[config.mk]
export PLATFORM = sky130hd
export DESIGN_NAME = small_set_insert_delete_lookup
export DESIGN_NICKNAME = d
export VERILOG_FILES = /design/src/ssidl_pkg.sv /design/src/ssidl_ram.sv /design/src/ssidl_front.sv /design/src/ssidl_queue.sv /design/src/ssidl_back.sv /design/src/small_set_insert_delete_lookup.sv
export VERILOG_INCLUDE_DIRS = /design/src /design/src/src
export SDC_FILE = /design/constraint.sdc
export NUM_CORES = 1
export LEC_CHECK = 0
export BUFFER_PORTS_ARGS = -buffer_cell sky130_fd_sc_hd__clkbuf_2
export CAP_MARGIN = 20
export CORE_MARGIN = 2
export CORE_UTILIZATION = 50
export CTS_CLUSTER_DIAMETER = 80
export DETAILED_ROUTE_END_ITERATION = 6
export HOLD_SLACK_MARGIN = 0.05
export PLACE_DENSITY = 0.73
export SYNTH_ARGS = -nofsm -noshare
export SYNTH_HDL_FRONTEND = slang
export SYNTH_SLANG_ARGS = --single-unit
[constraint.sdc]
create_clock -name clk_i -period 10.2 [get_ports clk_i]
set_clock_uncertainty 0.1 [all_clocks]
set_input_delay 0 -clock clk_i [delete_from_list [all_inputs] [get_ports clk_i]]
set_output_delay 0 -clock clk_i [all_outputs]
set_load 0.01 [all_outputs]
[src/assert_macros.svh]
// assertion macros shared by the set block
// expects clk_i and rst_ni in the scope of use
`ifndef ASSERT_MACROS_SVH
`define ASSERT_MACROS_SVH

// property checked at every rising edge outside reset
`define SSIDL_ASSERT(label, prop, msg) \
  label: assert property (@(posedge clk_i) disable iff (!rst_ni) prop) \
    else $error(msg);

// condition that must never hold outside reset
`define SSIDL_NEVER(label, cond, msg) \
  label: assert property (@(posedge clk_i) disable iff (!rst_ni) !(cond)) \
    else $error(msg);

`endif

[src/ssidl_pkg.sv]
// types and constants of the small set block
// no dependencies
package ssidl_pkg;

  localparam int unsigned ValueW     = 32;
  localparam int unsigned OccW       = 5;
  localparam int unsigned QueueDepth = 2;

  localparam logic [1:0] REQ_INSERT = 2'd0;
  localparam logic [1:0] REQ_DELETE = 2'd1;
  localparam logic [1:0] REQ_LOOKUP = 2'd2;
  localparam logic [1:0] REQ_CLEAR  = 2'd3;

  typedef enum logic [3:0] {
    OP_INSERT = 4'b0001,
    OP_DELETE = 4'b0010,
    OP_LOOKUP = 4'b0100,
    OP_CLEAR  = 4'b1000
  } op_e;

  typedef struct packed {
    logic [1:0]               req_type;
    logic signed [ValueW-1:0] item_value;
  } req_t;

  typedef struct packed {
    logic            present;
    logic            refused_full;
    logic            changed;
    logic [OccW-1:0] occupancy;
  } rsp_t;

  typedef struct packed {
    op_e               op;
    logic [ValueW-1:0] value;
  } cmd_t;

endpackage

[src/ssidl_ram.sv]
// generic single write, single read ram with registered read data
// no dependencies
module ssidl_ram #(
  parameter int unsigned Width = 32,
  parameter int unsigned Depth = 16
) (
  input  logic                                     clk_i,
  input  logic                                     we_i,
  input  logic [((Depth > 1) ? $clog2(Depth) : 1)-1:0] waddr_i,
  input  logic [Width-1:0]                         wdata_i,
  input  logic                                     re_i,
  input  logic [((Depth > 1) ? $clog2(Depth) : 1)-1:0] raddr_i,
  output logic [Width-1:0]                         rdata_o
);

  logic [Width-1:0] mem_q [Depth];

  always_ff @(posedge clk_i) begin
    if (we_i) begin
      mem_q[waddr_i] <= wdata_i;
    end
    if (re_i) begin
      rdata_o <= mem_q[raddr_i];
    end
  end

endmodule

[src/ssidl_front.sv]
// front stage: takes requests and classifies them into commands
// depends on ssidl_pkg
module ssidl_front import ssidl_pkg::*; (
  input  logic clk_i,
  input  logic rst_ni,
  input  logic in_valid_i,
  output logic in_ready_o,
  input  req_t in_req_i,
  output logic cmd_valid_o,
  input  logic cmd_ready_i,
  output cmd_t cmd_o
);

  logic vld_q, vld_d;
  cmd_t cmd_q, cmd_d;
  op_e  op;

  always_comb begin
    case (in_req_i.req_type)
      REQ_INSERT: op = OP_INSERT;
      REQ_DELETE: op = OP_DELETE;
      REQ_LOOKUP: op = OP_LOOKUP;
      default:    op = OP_CLEAR;
    endcase
  end

  assign in_ready_o = !vld_q || cmd_ready_i;

  always_comb begin
    vld_d = vld_q;
    cmd_d = cmd_q;
    if (in_valid_i && in_ready_o) begin
      vld_d       = 1'b1;
      cmd_d.op    = op;
      cmd_d.value = in_req_i.item_value;
    end else if (cmd_ready_i) begin
      vld_d = 1'b0;
    end
  end

  always_ff @(posedge clk_i or negedge rst_ni) begin
    if (!rst_ni) begin
      vld_q <= 1'b0;
    end else begin
      vld_q <= vld_d;
    end
  end

  always_ff @(posedge clk_i) begin
    cmd_q <= cmd_d;
  end

  assign cmd_valid_o = vld_q;
  assign cmd_o       = cmd_q;

endmodule

[src/ssidl_queue.sv]
// short command queue between front and back
// depends on ssidl_pkg
module ssidl_queue import ssidl_pkg::*; (
  input  logic clk_i,
  input  logic rst_ni,
  input  logic push_valid_i,
  output logic push_ready_o,
  input  cmd_t push_cmd_i,
  output logic pop_valid_o,
  input  logic pop_ready_i,
  output cmd_t pop_cmd_o
);

  localparam int unsigned PtrW = (QueueDepth > 1) ? $clog2(QueueDepth) : 1;
  localparam int unsigned CntW = $clog2(QueueDepth + 1);

  cmd_t            mem_q [QueueDepth];
  logic [PtrW-1:0] wptr_q, wptr_d, rptr_q, rptr_d;
  logic [CntW-1:0] cnt_q, cnt_d;
  logic            push, pop;

  assign push_ready_o = (cnt_q != CntW'(QueueDepth));
  assign pop_valid_o  = (cnt_q != '0);
  assign pop_cmd_o    = mem_q[rptr_q];
  assign push         = push_valid_i && push_ready_o;
  assign pop          = pop_valid_o && pop_ready_i;

  always_comb begin
    wptr_d = wptr_q;
    rptr_d = rptr_q;
    cnt_d  = cnt_q;
    if (push) begin
      wptr_d = (wptr_q == PtrW'(QueueDepth - 1)) ? '0 : PtrW'(wptr_q + 1'b1);
    end
    if (pop) begin
      rptr_d = (rptr_q == PtrW'(QueueDepth - 1)) ? '0 : PtrW'(rptr_q + 1'b1);
    end
    if (push && !pop) begin
      cnt_d = CntW'(cnt_q + 1'b1);
    end else if (pop && !push) begin
      cnt_d = CntW'(cnt_q - 1'b1);
    end
  end

  always_ff @(posedge clk_i or negedge rst_ni) begin
    if (!rst_ni) begin
      wptr_q <= '0;
      rptr_q <= '0;
      cnt_q  <= '0;
    end else begin
      wptr_q <= wptr_d;
      rptr_q <= rptr_d;
      cnt_q  <= cnt_d;
    end
  end

  always_ff @(posedge clk_i) begin
    if (push) begin
      mem_q[wptr_q] <= push_cmd_i;
    end
  end

endmodule

[src/ssidl_back.sv]
// back end: scans the stored values and carries out each command
// depends on ssidl_pkg and ssidl_ram
module ssidl_back import ssidl_pkg::*; #(
  parameter int unsigned Capacity = 16
) (
  input  logic clk_i,
  input  logic rst_ni,
  input  logic cmd_valid_i,
  output logic cmd_ready_o,
  input  cmd_t cmd_i,
  output logic out_valid_o,
  input  logic out_ready_i,
  output rsp_t out_rsp_o
);

  localparam int unsigned IdxW = (Capacity > 1) ? $clog2(Capacity) : 1;
  localparam int unsigned CntW = $clog2(Capacity + 1);

  typedef enum logic [4:0] {
    ST_IDLE    = 5'b00001,
    ST_SCAN    = 5'b00010,
    ST_MOVE_RD = 5'b00100,
    ST_MOVE_WR = 5'b01000,
    ST_DONE    = 5'b10000
  } state_e;

  state_e            state_q, state_d;
  logic [CntW-1:0]   count_q, count_d;
  logic [CntW-1:0]   idx_q, idx_d;
  logic [CntW-1:0]   rd_idx_q, rd_idx_d;
  logic              rd_vld_q, rd_vld_d;
  logic [IdxW-1:0]   slot_q, slot_d;
  cmd_t              cur_q, cur_d;
  rsp_t              res_q, res_d;
  logic              out_valid_q, out_valid_d;
  rsp_t              out_q, out_d;

  logic              we, re;
  logic [IdxW-1:0]   waddr, raddr;
  logic [ValueW-1:0] wdata, rdata;
  logic              hit, fin;

  ssidl_ram #(
    .Width (ValueW),
    .Depth (Capacity)
  ) u_ram (
    .clk_i   (clk_i),
    .we_i    (we),
    .waddr_i (waddr),
    .wdata_i (wdata),
    .re_i    (re),
    .raddr_i (raddr),
    .rdata_o (rdata)
  );

  assign cmd_ready_o = (state_q == ST_IDLE);
  assign hit = rd_vld_q && (rdata == cur_q.value);
  assign fin = (count_q == '0) || hit ||
               (rd_vld_q && (rd_idx_q == CntW'(count_q - 1'b1)));

  always_comb begin
    state_d     = state_q;
    count_d     = count_q;
    idx_d       = idx_q;
    rd_idx_d    = rd_idx_q;
    rd_vld_d    = 1'b0;
    slot_d      = slot_q;
    cur_d       = cur_q;
    res_d       = res_q;
    out_valid_d = out_valid_q && !out_ready_i;
    out_d       = out_q;
    we          = 1'b0;
    waddr       = '0;
    wdata       = cur_q.value;
    re          = 1'b0;
    raddr       = '0;

    case (state_q)
      ST_IDLE: begin
        if (cmd_valid_i) begin
          cur_d = cmd_i;
          idx_d = '0;
          res_d = '{present: 1'b0, refused_full: 1'b0, changed: 1'b0,
                    occupancy: OccW'(count_q)};
          if (cmd_i.op == OP_CLEAR) begin
            count_d             = '0;
            res_d.changed       = 1'b1;
            res_d.occupancy     = '0;
            state_d             = ST_DONE;
          end else if (cmd_i.op == OP_INSERT && count_q >= CntW'(Capacity)) begin
            res_d.refused_full  = 1'b1;
            state_d             = ST_DONE;
          end else begin
            state_d             = ST_SCAN;
          end
        end
      end
      ST_SCAN: begin
        if (fin) begin
          res_d.present = hit;
          state_d       = ST_DONE;
          if (cur_q.op == OP_INSERT && !hit) begin
            we              = 1'b1;
            waddr           = count_q[IdxW-1:0];
            count_d         = CntW'(count_q + 1'b1);
            res_d.changed   = 1'b1;
            res_d.occupancy = OccW'(count_d);
          end else if (cur_q.op == OP_DELETE && hit) begin
            count_d         = CntW'(count_q - 1'b1);
            slot_d          = rd_idx_q[IdxW-1:0];
            res_d.changed   = 1'b1;
            res_d.occupancy = OccW'(count_d);
            state_d         = ST_MOVE_RD;
          end
        end else if (idx_q < count_q) begin
          re       = 1'b1;
          raddr    = idx_q[IdxW-1:0];
          rd_vld_d = 1'b1;
          rd_idx_d = idx_q;
          idx_d    = CntW'(idx_q + 1'b1);
        end
      end
      ST_MOVE_RD: begin
        // last entry moves into the freed slot
        re      = 1'b1;
        raddr   = count_q[IdxW-1:0];
        state_d = ST_MOVE_WR;
      end
      ST_MOVE_WR: begin
        we      = 1'b1;
        waddr   = slot_q;
        wdata   = rdata;
        state_d = ST_DONE;
      end
      ST_DONE: begin
        if (!out_valid_q || out_ready_i) begin
          out_valid_d = 1'b1;
          out_d       = res_q;
          state_d     = ST_IDLE;
        end
      end
      default: begin
        state_d = ST_IDLE;
      end
    endcase
  end

  always_ff @(posedge clk_i or negedge rst_ni) begin
    if (!rst_ni) begin
      state_q     <= ST_IDLE;
      count_q     <= '0;
      rd_vld_q    <= 1'b0;
      out_valid_q <= 1'b0;
    end else begin
      state_q     <= state_d;
      count_q     <= count_d;
      rd_vld_q    <= rd_vld_d;
      out_valid_q <= out_valid_d;
    end
  end

  always_ff @(posedge clk_i) begin
    idx_q    <= idx_d;
    rd_idx_q <= rd_idx_d;
    slot_q   <= slot_d;
    cur_q    <= cur_d;
    res_q    <= res_d;
    out_q    <= out_d;
  end

  assign out_valid_o = out_valid_q;
  assign out_rsp_o   = out_q;

endmodule

[src/small_set_insert_delete_lookup.sv]
// top level of the small set block: front, command queue and back end
// depends on ssidl_pkg, ssidl_front, ssidl_queue, ssidl_back, assert_macros.svh
//
// Keeps up to CAPACITY distinct 32-bit values. Requests arrive on the in
// channel (in_valid_i / in_ready_o, payload in_req_i) as insert, delete,
// lookup or clear; each gives exactly one response on the out channel
// (out_valid_o / out_ready_i, payload out_rsp_o) with present, refused_full,
// changed and the new occupancy, in request order.
// Each request passes the front register and the queue, then the back end,
// which goes straight from taking a command to its response register for
// clear and a refused insert. The others scan the stored entries one per
// cycle through the single ram read port; a delete that finds its value then
// also moves the last entry into the freed slot. One request is worked on at
// a time and the next is taken as soon as the response is registered; the
// front and queue keep taking up to three further transfers meanwhile.
// Reset empties the set at once (count to zero); no clearing pass is needed.
// When the receiver stalls the response is held in the output register and
// the back end waits after finishing its next request; the queue then fills
// and in_ready_o falls.
`include "assert_macros.svh"

module small_set_insert_delete_lookup import ssidl_pkg::*; #(
  parameter int unsigned CAPACITY = 16
) (
  input  logic clk_i,
  input  logic rst_ni,
  input  logic in_valid_i,
  output logic in_ready_o,
  input  req_t in_req_i,
  output logic out_valid_o,
  input  logic out_ready_i,
  output rsp_t out_rsp_o
);

  logic f_valid, f_ready, b_valid, b_ready;
  cmd_t f_cmd, b_cmd;

  ssidl_front u_front (
    .clk_i       (clk_i),
    .rst_ni      (rst_ni),
    .in_valid_i  (in_valid_i),
    .in_ready_o  (in_ready_o),
    .in_req_i    (in_req_i),
    .cmd_valid_o (f_valid),
    .cmd_ready_i (f_ready),
    .cmd_o       (f_cmd)
  );

  ssidl_queue u_queue (
    .clk_i        (clk_i),
    .rst_ni       (rst_ni),
    .push_valid_i (f_valid),
    .push_ready_o (f_ready),
    .push_cmd_i   (f_cmd),
    .pop_valid_o  (b_valid),
    .pop_ready_i  (b_ready),
    .pop_cmd_o    (b_cmd)
  );

  ssidl_back #(
    .Capacity (CAPACITY)
  ) u_back (
    .clk_i       (clk_i),
    .rst_ni      (rst_ni),
    .cmd_valid_i (b_valid),
    .cmd_ready_o (b_ready),
    .cmd_i       (b_cmd),
    .out_valid_o (out_valid_o),
    .out_ready_i (out_ready_i),
    .out_rsp_o   (out_rsp_o)
  );

  `SSIDL_NEVER(a_refused_clean, out_valid_o && out_rsp_o.refused_full && (out_rsp_o.present || out_rsp_o.changed), "refused insert reports present or changed")
  `SSIDL_ASSERT(a_refused_full, out_valid_o && out_rsp_o.refused_full |-> out_rsp_o.occupancy == OccW'(CAPACITY), "refused insert while not full")
  `SSIDL_NEVER(a_cmd_while_busy, b_valid && b_ready && out_valid_o && !out_ready_i && $past(b_valid && b_ready), "back end took two commands in a row")

endmodule
==> flow_summary_export.csv <==
group,metric,value,unit
status,status,"finished, final reports clean",
cells_and_area,seq_area,22000,um^2
min_path,min_path_type,"in2reg",
pwr,power_leakage,11.0,nW
setup_path,cp_max_fo,160,
logic_synthesis,yosys.area_share.adder,0.388,%
cts,cts_tree,"yes",
logic_synthesis,synth_seq_cells,735,
sta,fin_crit,4.96,ns
floorplanning,initial_core_util,50.4,%
logic_synthesis,synth_seq_area_share,75.8,%
setup_path,critPathMaxStageDelay,0.90,ns
logic_synthesis,syn_nets,2090,
grt,antenna_found_initial,0,
detailed_routing,vias,17600,
logic_synthesis,ys.flop_type,"edfxtp_1",
setup_path,worstPathArrival,5.33,ns
logic_synthesis,synth_xor_area_share,1.51,%
logic_synthesis,synth_edf_count,718,
placement,hpwl,33300,um
floorplanning,num_io_pins,48,
pwr,p_per_area,244,nW/um^2
cells_and_area,area_growth,14.0,%
logic_synthesis,synth_top_area_share,74.3,%
setup_path,crit_type,"reg2reg",
placement,routabilityCongestion,0.813,
job,cap_violations,0,
sta,worstMarginPinSlew,1.32,ns
logic_synthesis,synthSimpleGateAreaFrac,10.6,%
floorplanning,fp-row-count,88,
setup_path,slowest_stage,"buf_4",
setup_path,cp-endpoint,"u_back.u_ram.rdata_o[2]",
logic_synthesis,synth-compound-area-share,7.68,%
setup_path,critPathLaunch,"u_back.cur_q[29]",
floorplanning,die_area,60000,um^2
floorplanning,core,57600,um^2
setup_path,required,10.57,ns
detailed_routing,drt_iter0_markers,2254,
cells_and_area,fillers,4237,
cts,post_cts_buffers,0,
detailed_routing,drc_errors,0,
sta,max_slew_margin,11.9,%
sta,timing.final.max_slew_violations,0,
cts,cts_buffers,71,
detailed_routing,wl_per_cell,23.1,um
cts,clk_path_buf_depth,3,
logic_synthesis,synthTopCellsByArea,"edfxtp_1, nand2_1, a21oi_1, nand3_1, mux2_2",
cells_and_area,antenna_cells,0,
cells_and_area,drive_gt1_share,11.2,%
logic_synthesis,synth_cell_types,59,
sta,final_hold_viol_count,0,
logic_synthesis,synth_top_family_by_area,"simple AND/OR/NAND/NOR gates",
cells_and_area,multi_input_area,6600,um^2
pwr,vdd_drop_max,185,uV
cts,cts_sinks,735,
setup_path,cp_cell_sequence,"xor2_1, nor4_1, nand3_1, or4_1, a31oi_4, buf_12, buf_4, a21oi_1, a221o_1, nand3_1",
setup_path,cp-end-kind,"flip-flop",
grt,grt_util_all_layers,22.8,%
sta,rsz0062_at_grt,"false",
sta,fin_crit_sh,48.6,%
placement,place_inst,2773,
setup_path,cp-start-kind,"flip-flop",
logic_synthesis,netlist_area,29000,um^2
setup_path,worst-path-stages,10,
grt,grt_pass1_wl,102000,um
setup_path,reg2reg_slack,5.24,ns
logic_synthesis,syn_inst,2043,
setup_path,critical_path.top_delay_family,"simple AND/OR/NAND/NOR gates",
cts,clkTransAtPathRegs,0.06,ns
setup_path,reg2reg_depth,10,
cells_and_area,layout.cells.non_filler,2974,
logic_synthesis,ys_warn_count,0,
sta,max_freq,202,MHz
grt,grt_pass1_vias,17000,
detailed_routing,ant_nets,0,
sta,setup_viol_count_final,0,
grt,grt_overflow,0,
logic_synthesis,yosysTopAreaCell,"edfxtp_1",
logic_synthesis,synth_mux_area_share,1.99,%
setup_path,cp_num_buf_inv,2,
floorplanning,chipHeight,245,um
setup_path,cp_common_cell,"nand3_1",
sta,finalSetupTns,0,ns
cts,cts_hold_buf,73,
logic_synthesis,synthTopCellsByCount,"edfxtp_1, nand2_1, a21oi_1, nand3_1, buf_2",
placement,port_buffers,47,
floorplanning,die_x,245,um
cts,cts_resized,0,
cts,cts_root_buffer,"clkbuf_16",
setup_path,r2r_end,"u_back.u_ram.rdata_o[2]",
logic_synthesis,synthArstFlopShare,2.31,%
cells_and_area,nets,2202,
grt,grt_max_degree,247,
detailed_routing,first_pass_iters,5,
logic_synthesis,yosys.cell_count.top_type,"edfxtp_1",
cts,htreeDepth,3,
logic_synthesis,syn_area_per_cell,14.2,um^2
detailed_routing,routed_via_density,5.91,
setup_path,r2r_start,"u_back.cur_q[29]",
detailed_routing,wl,68700,um
cts,worst_skew_pair.late_latency,0.62,ns
[cell usage in the layout, fill, tap and decap left out, types with 4 or more instances in the layout]
master         synthesis  layout
a21o_1                 6       6
a21oi_1              188     188
a221o_1               41      41
a31oi_1               33      33
a32o_1                 4       4
a32oi_1               32      31
and2_1                 5       5
and3_1                 4       4
buf_12                 0       4
buf_4                 14      27
bufinv_16              0       6
clkbuf_1              38      12
clkbuf_16              0      74
clkbuf_2               0      47
clkinv_1               1      21
clkinv_2               0       9
dfrtp_1               16      16
dlygate4sd3_1          0      73
edfxtp_1             718     718
ha_1                   9       9
inv_1                  9       9
mux2_2                38      38
mux2i_1               15      15
nand2_1              541     541
nand2b_1               6       6
nand3_1               94      94
nand4_1                8       8
nor2_1                40      23
nor2_4                 0      17
nor3_1                 8       8
nor4_1                15      14
o21ai_0               10      10
xnor2_1               17      17
xor2_1                33      33
[metal layers]
metal,vias up,GRT usage (%),part of all wire (%)
li1,7819,-,-
met1,8685,30.3,39
met2,880,36.8,49
met3,180,4.71,8.9
met4,0,9.36,3.9
met5,-,0,0
[worst min-delay path, cell delays in order]
cell	delay, ns
dlygate4sd3_1	0.52
clkbuf_2	0.13
nor2b_1	0.05
[through the flow]
step / hold slack [ns] / setup slack (ns) / power [mW] / util, % / area [um^2]
floorplan: -0.396 / 5.93 / 5.04 / - / 29000
global route: 0.170 / 5.07 / 8.35 / 57.5 / 33100
CTS: 0.140 / 5.46 / 8.06 / 57.4 / 33100
detailed placement: -0.130 / 5.49 / 5.51 / 52.2 / 30100
global placement: -0.134 / 5.54 / 5.45 / 52.2 / 30100
finish: 0.156 / 5.24 / 8.09 / 57.5 / 33100
[cells by family after synthesis]
kind of cell | after synthesis
multiplexers | 53
flip-flops | 735
AND/OR/NAND/NOR | 738
XOR/XNOR | 50
buffers and inverters | 123
AO/OA/AOI/OAI | 335
adder cells (fa/ha/maj) | 9
[area by class of cell]
type / count / share of cell area, %
Sequential cell: 735 / 66.5
Multi-Input combinational cell: 1185 / 19.9
Timing Repair Buffer: 151 / 3.77
Clock inverter: 41 / 1.08
Tap cell: 765 / 2.89
Clock buffer: 86 / 5.73
Inverter: 11 / 0.125
[state kept, by name, indices dropped and copies added (netlist names)]
| signal | count |
|---|---|
| u_back.count_q | 5 |
| u_back.cur_q | 36 |
| u_back.idx_q | 5 |
| u_back.out_rsp_o | 8 |
| u_back.out_valid_o | 1 |
| u_back.rd_idx_q | 5 |
| u_back.rd_vld_q | 1 |
| u_back.res_q | 8 |
| u_back.slot_q | 4 |
| u_back.state_q | 5 |
| u_back.u_ram.mem_q | 512 |
| u_back.u_ram.rdata_o | 32 |
| u_front.cmd_o | 36 |
| u_front.cmd_valid_o | 1 |
| u_queue.cnt_q | 2 |
| u_queue.mem_q | 72 |
| u_queue.rptr_q | 1 |
| u_queue.wptr_q | 1 |
[worst min-delay path by stage]
stage / endpoint / cells after the start / from
4_1_cts: u_front.cmd_o[34] / 3 / in_req_i[32]
5_1_grt: u_front.cmd_o[33] / 3 / in_req_i[33]
3_5_place_dp: u_back.count_q[4] / 1 / rst_ni
3_3_place_gp: u_back.count_q[4] / 1 / rst_ni
6_report: u_front.cmd_o[33] / 3 / in_req_i[33]
2_1_floorplan: u_back.count_q[0] / 0 / rst_ni
[power by group]
| group | internal [mW] | total [mW] | switching [mW] |
|---|---|---|---|
| logic | 0.378 | 1.32 | 0.941 |
| clock network | 1.48 | 2.58 | 1.10 |
| registers | 4.01 | 4.19 | 0.179 |
| total | 5.87 | 8.09 | 2.22 |
Power figures use the tool's default switching activity.
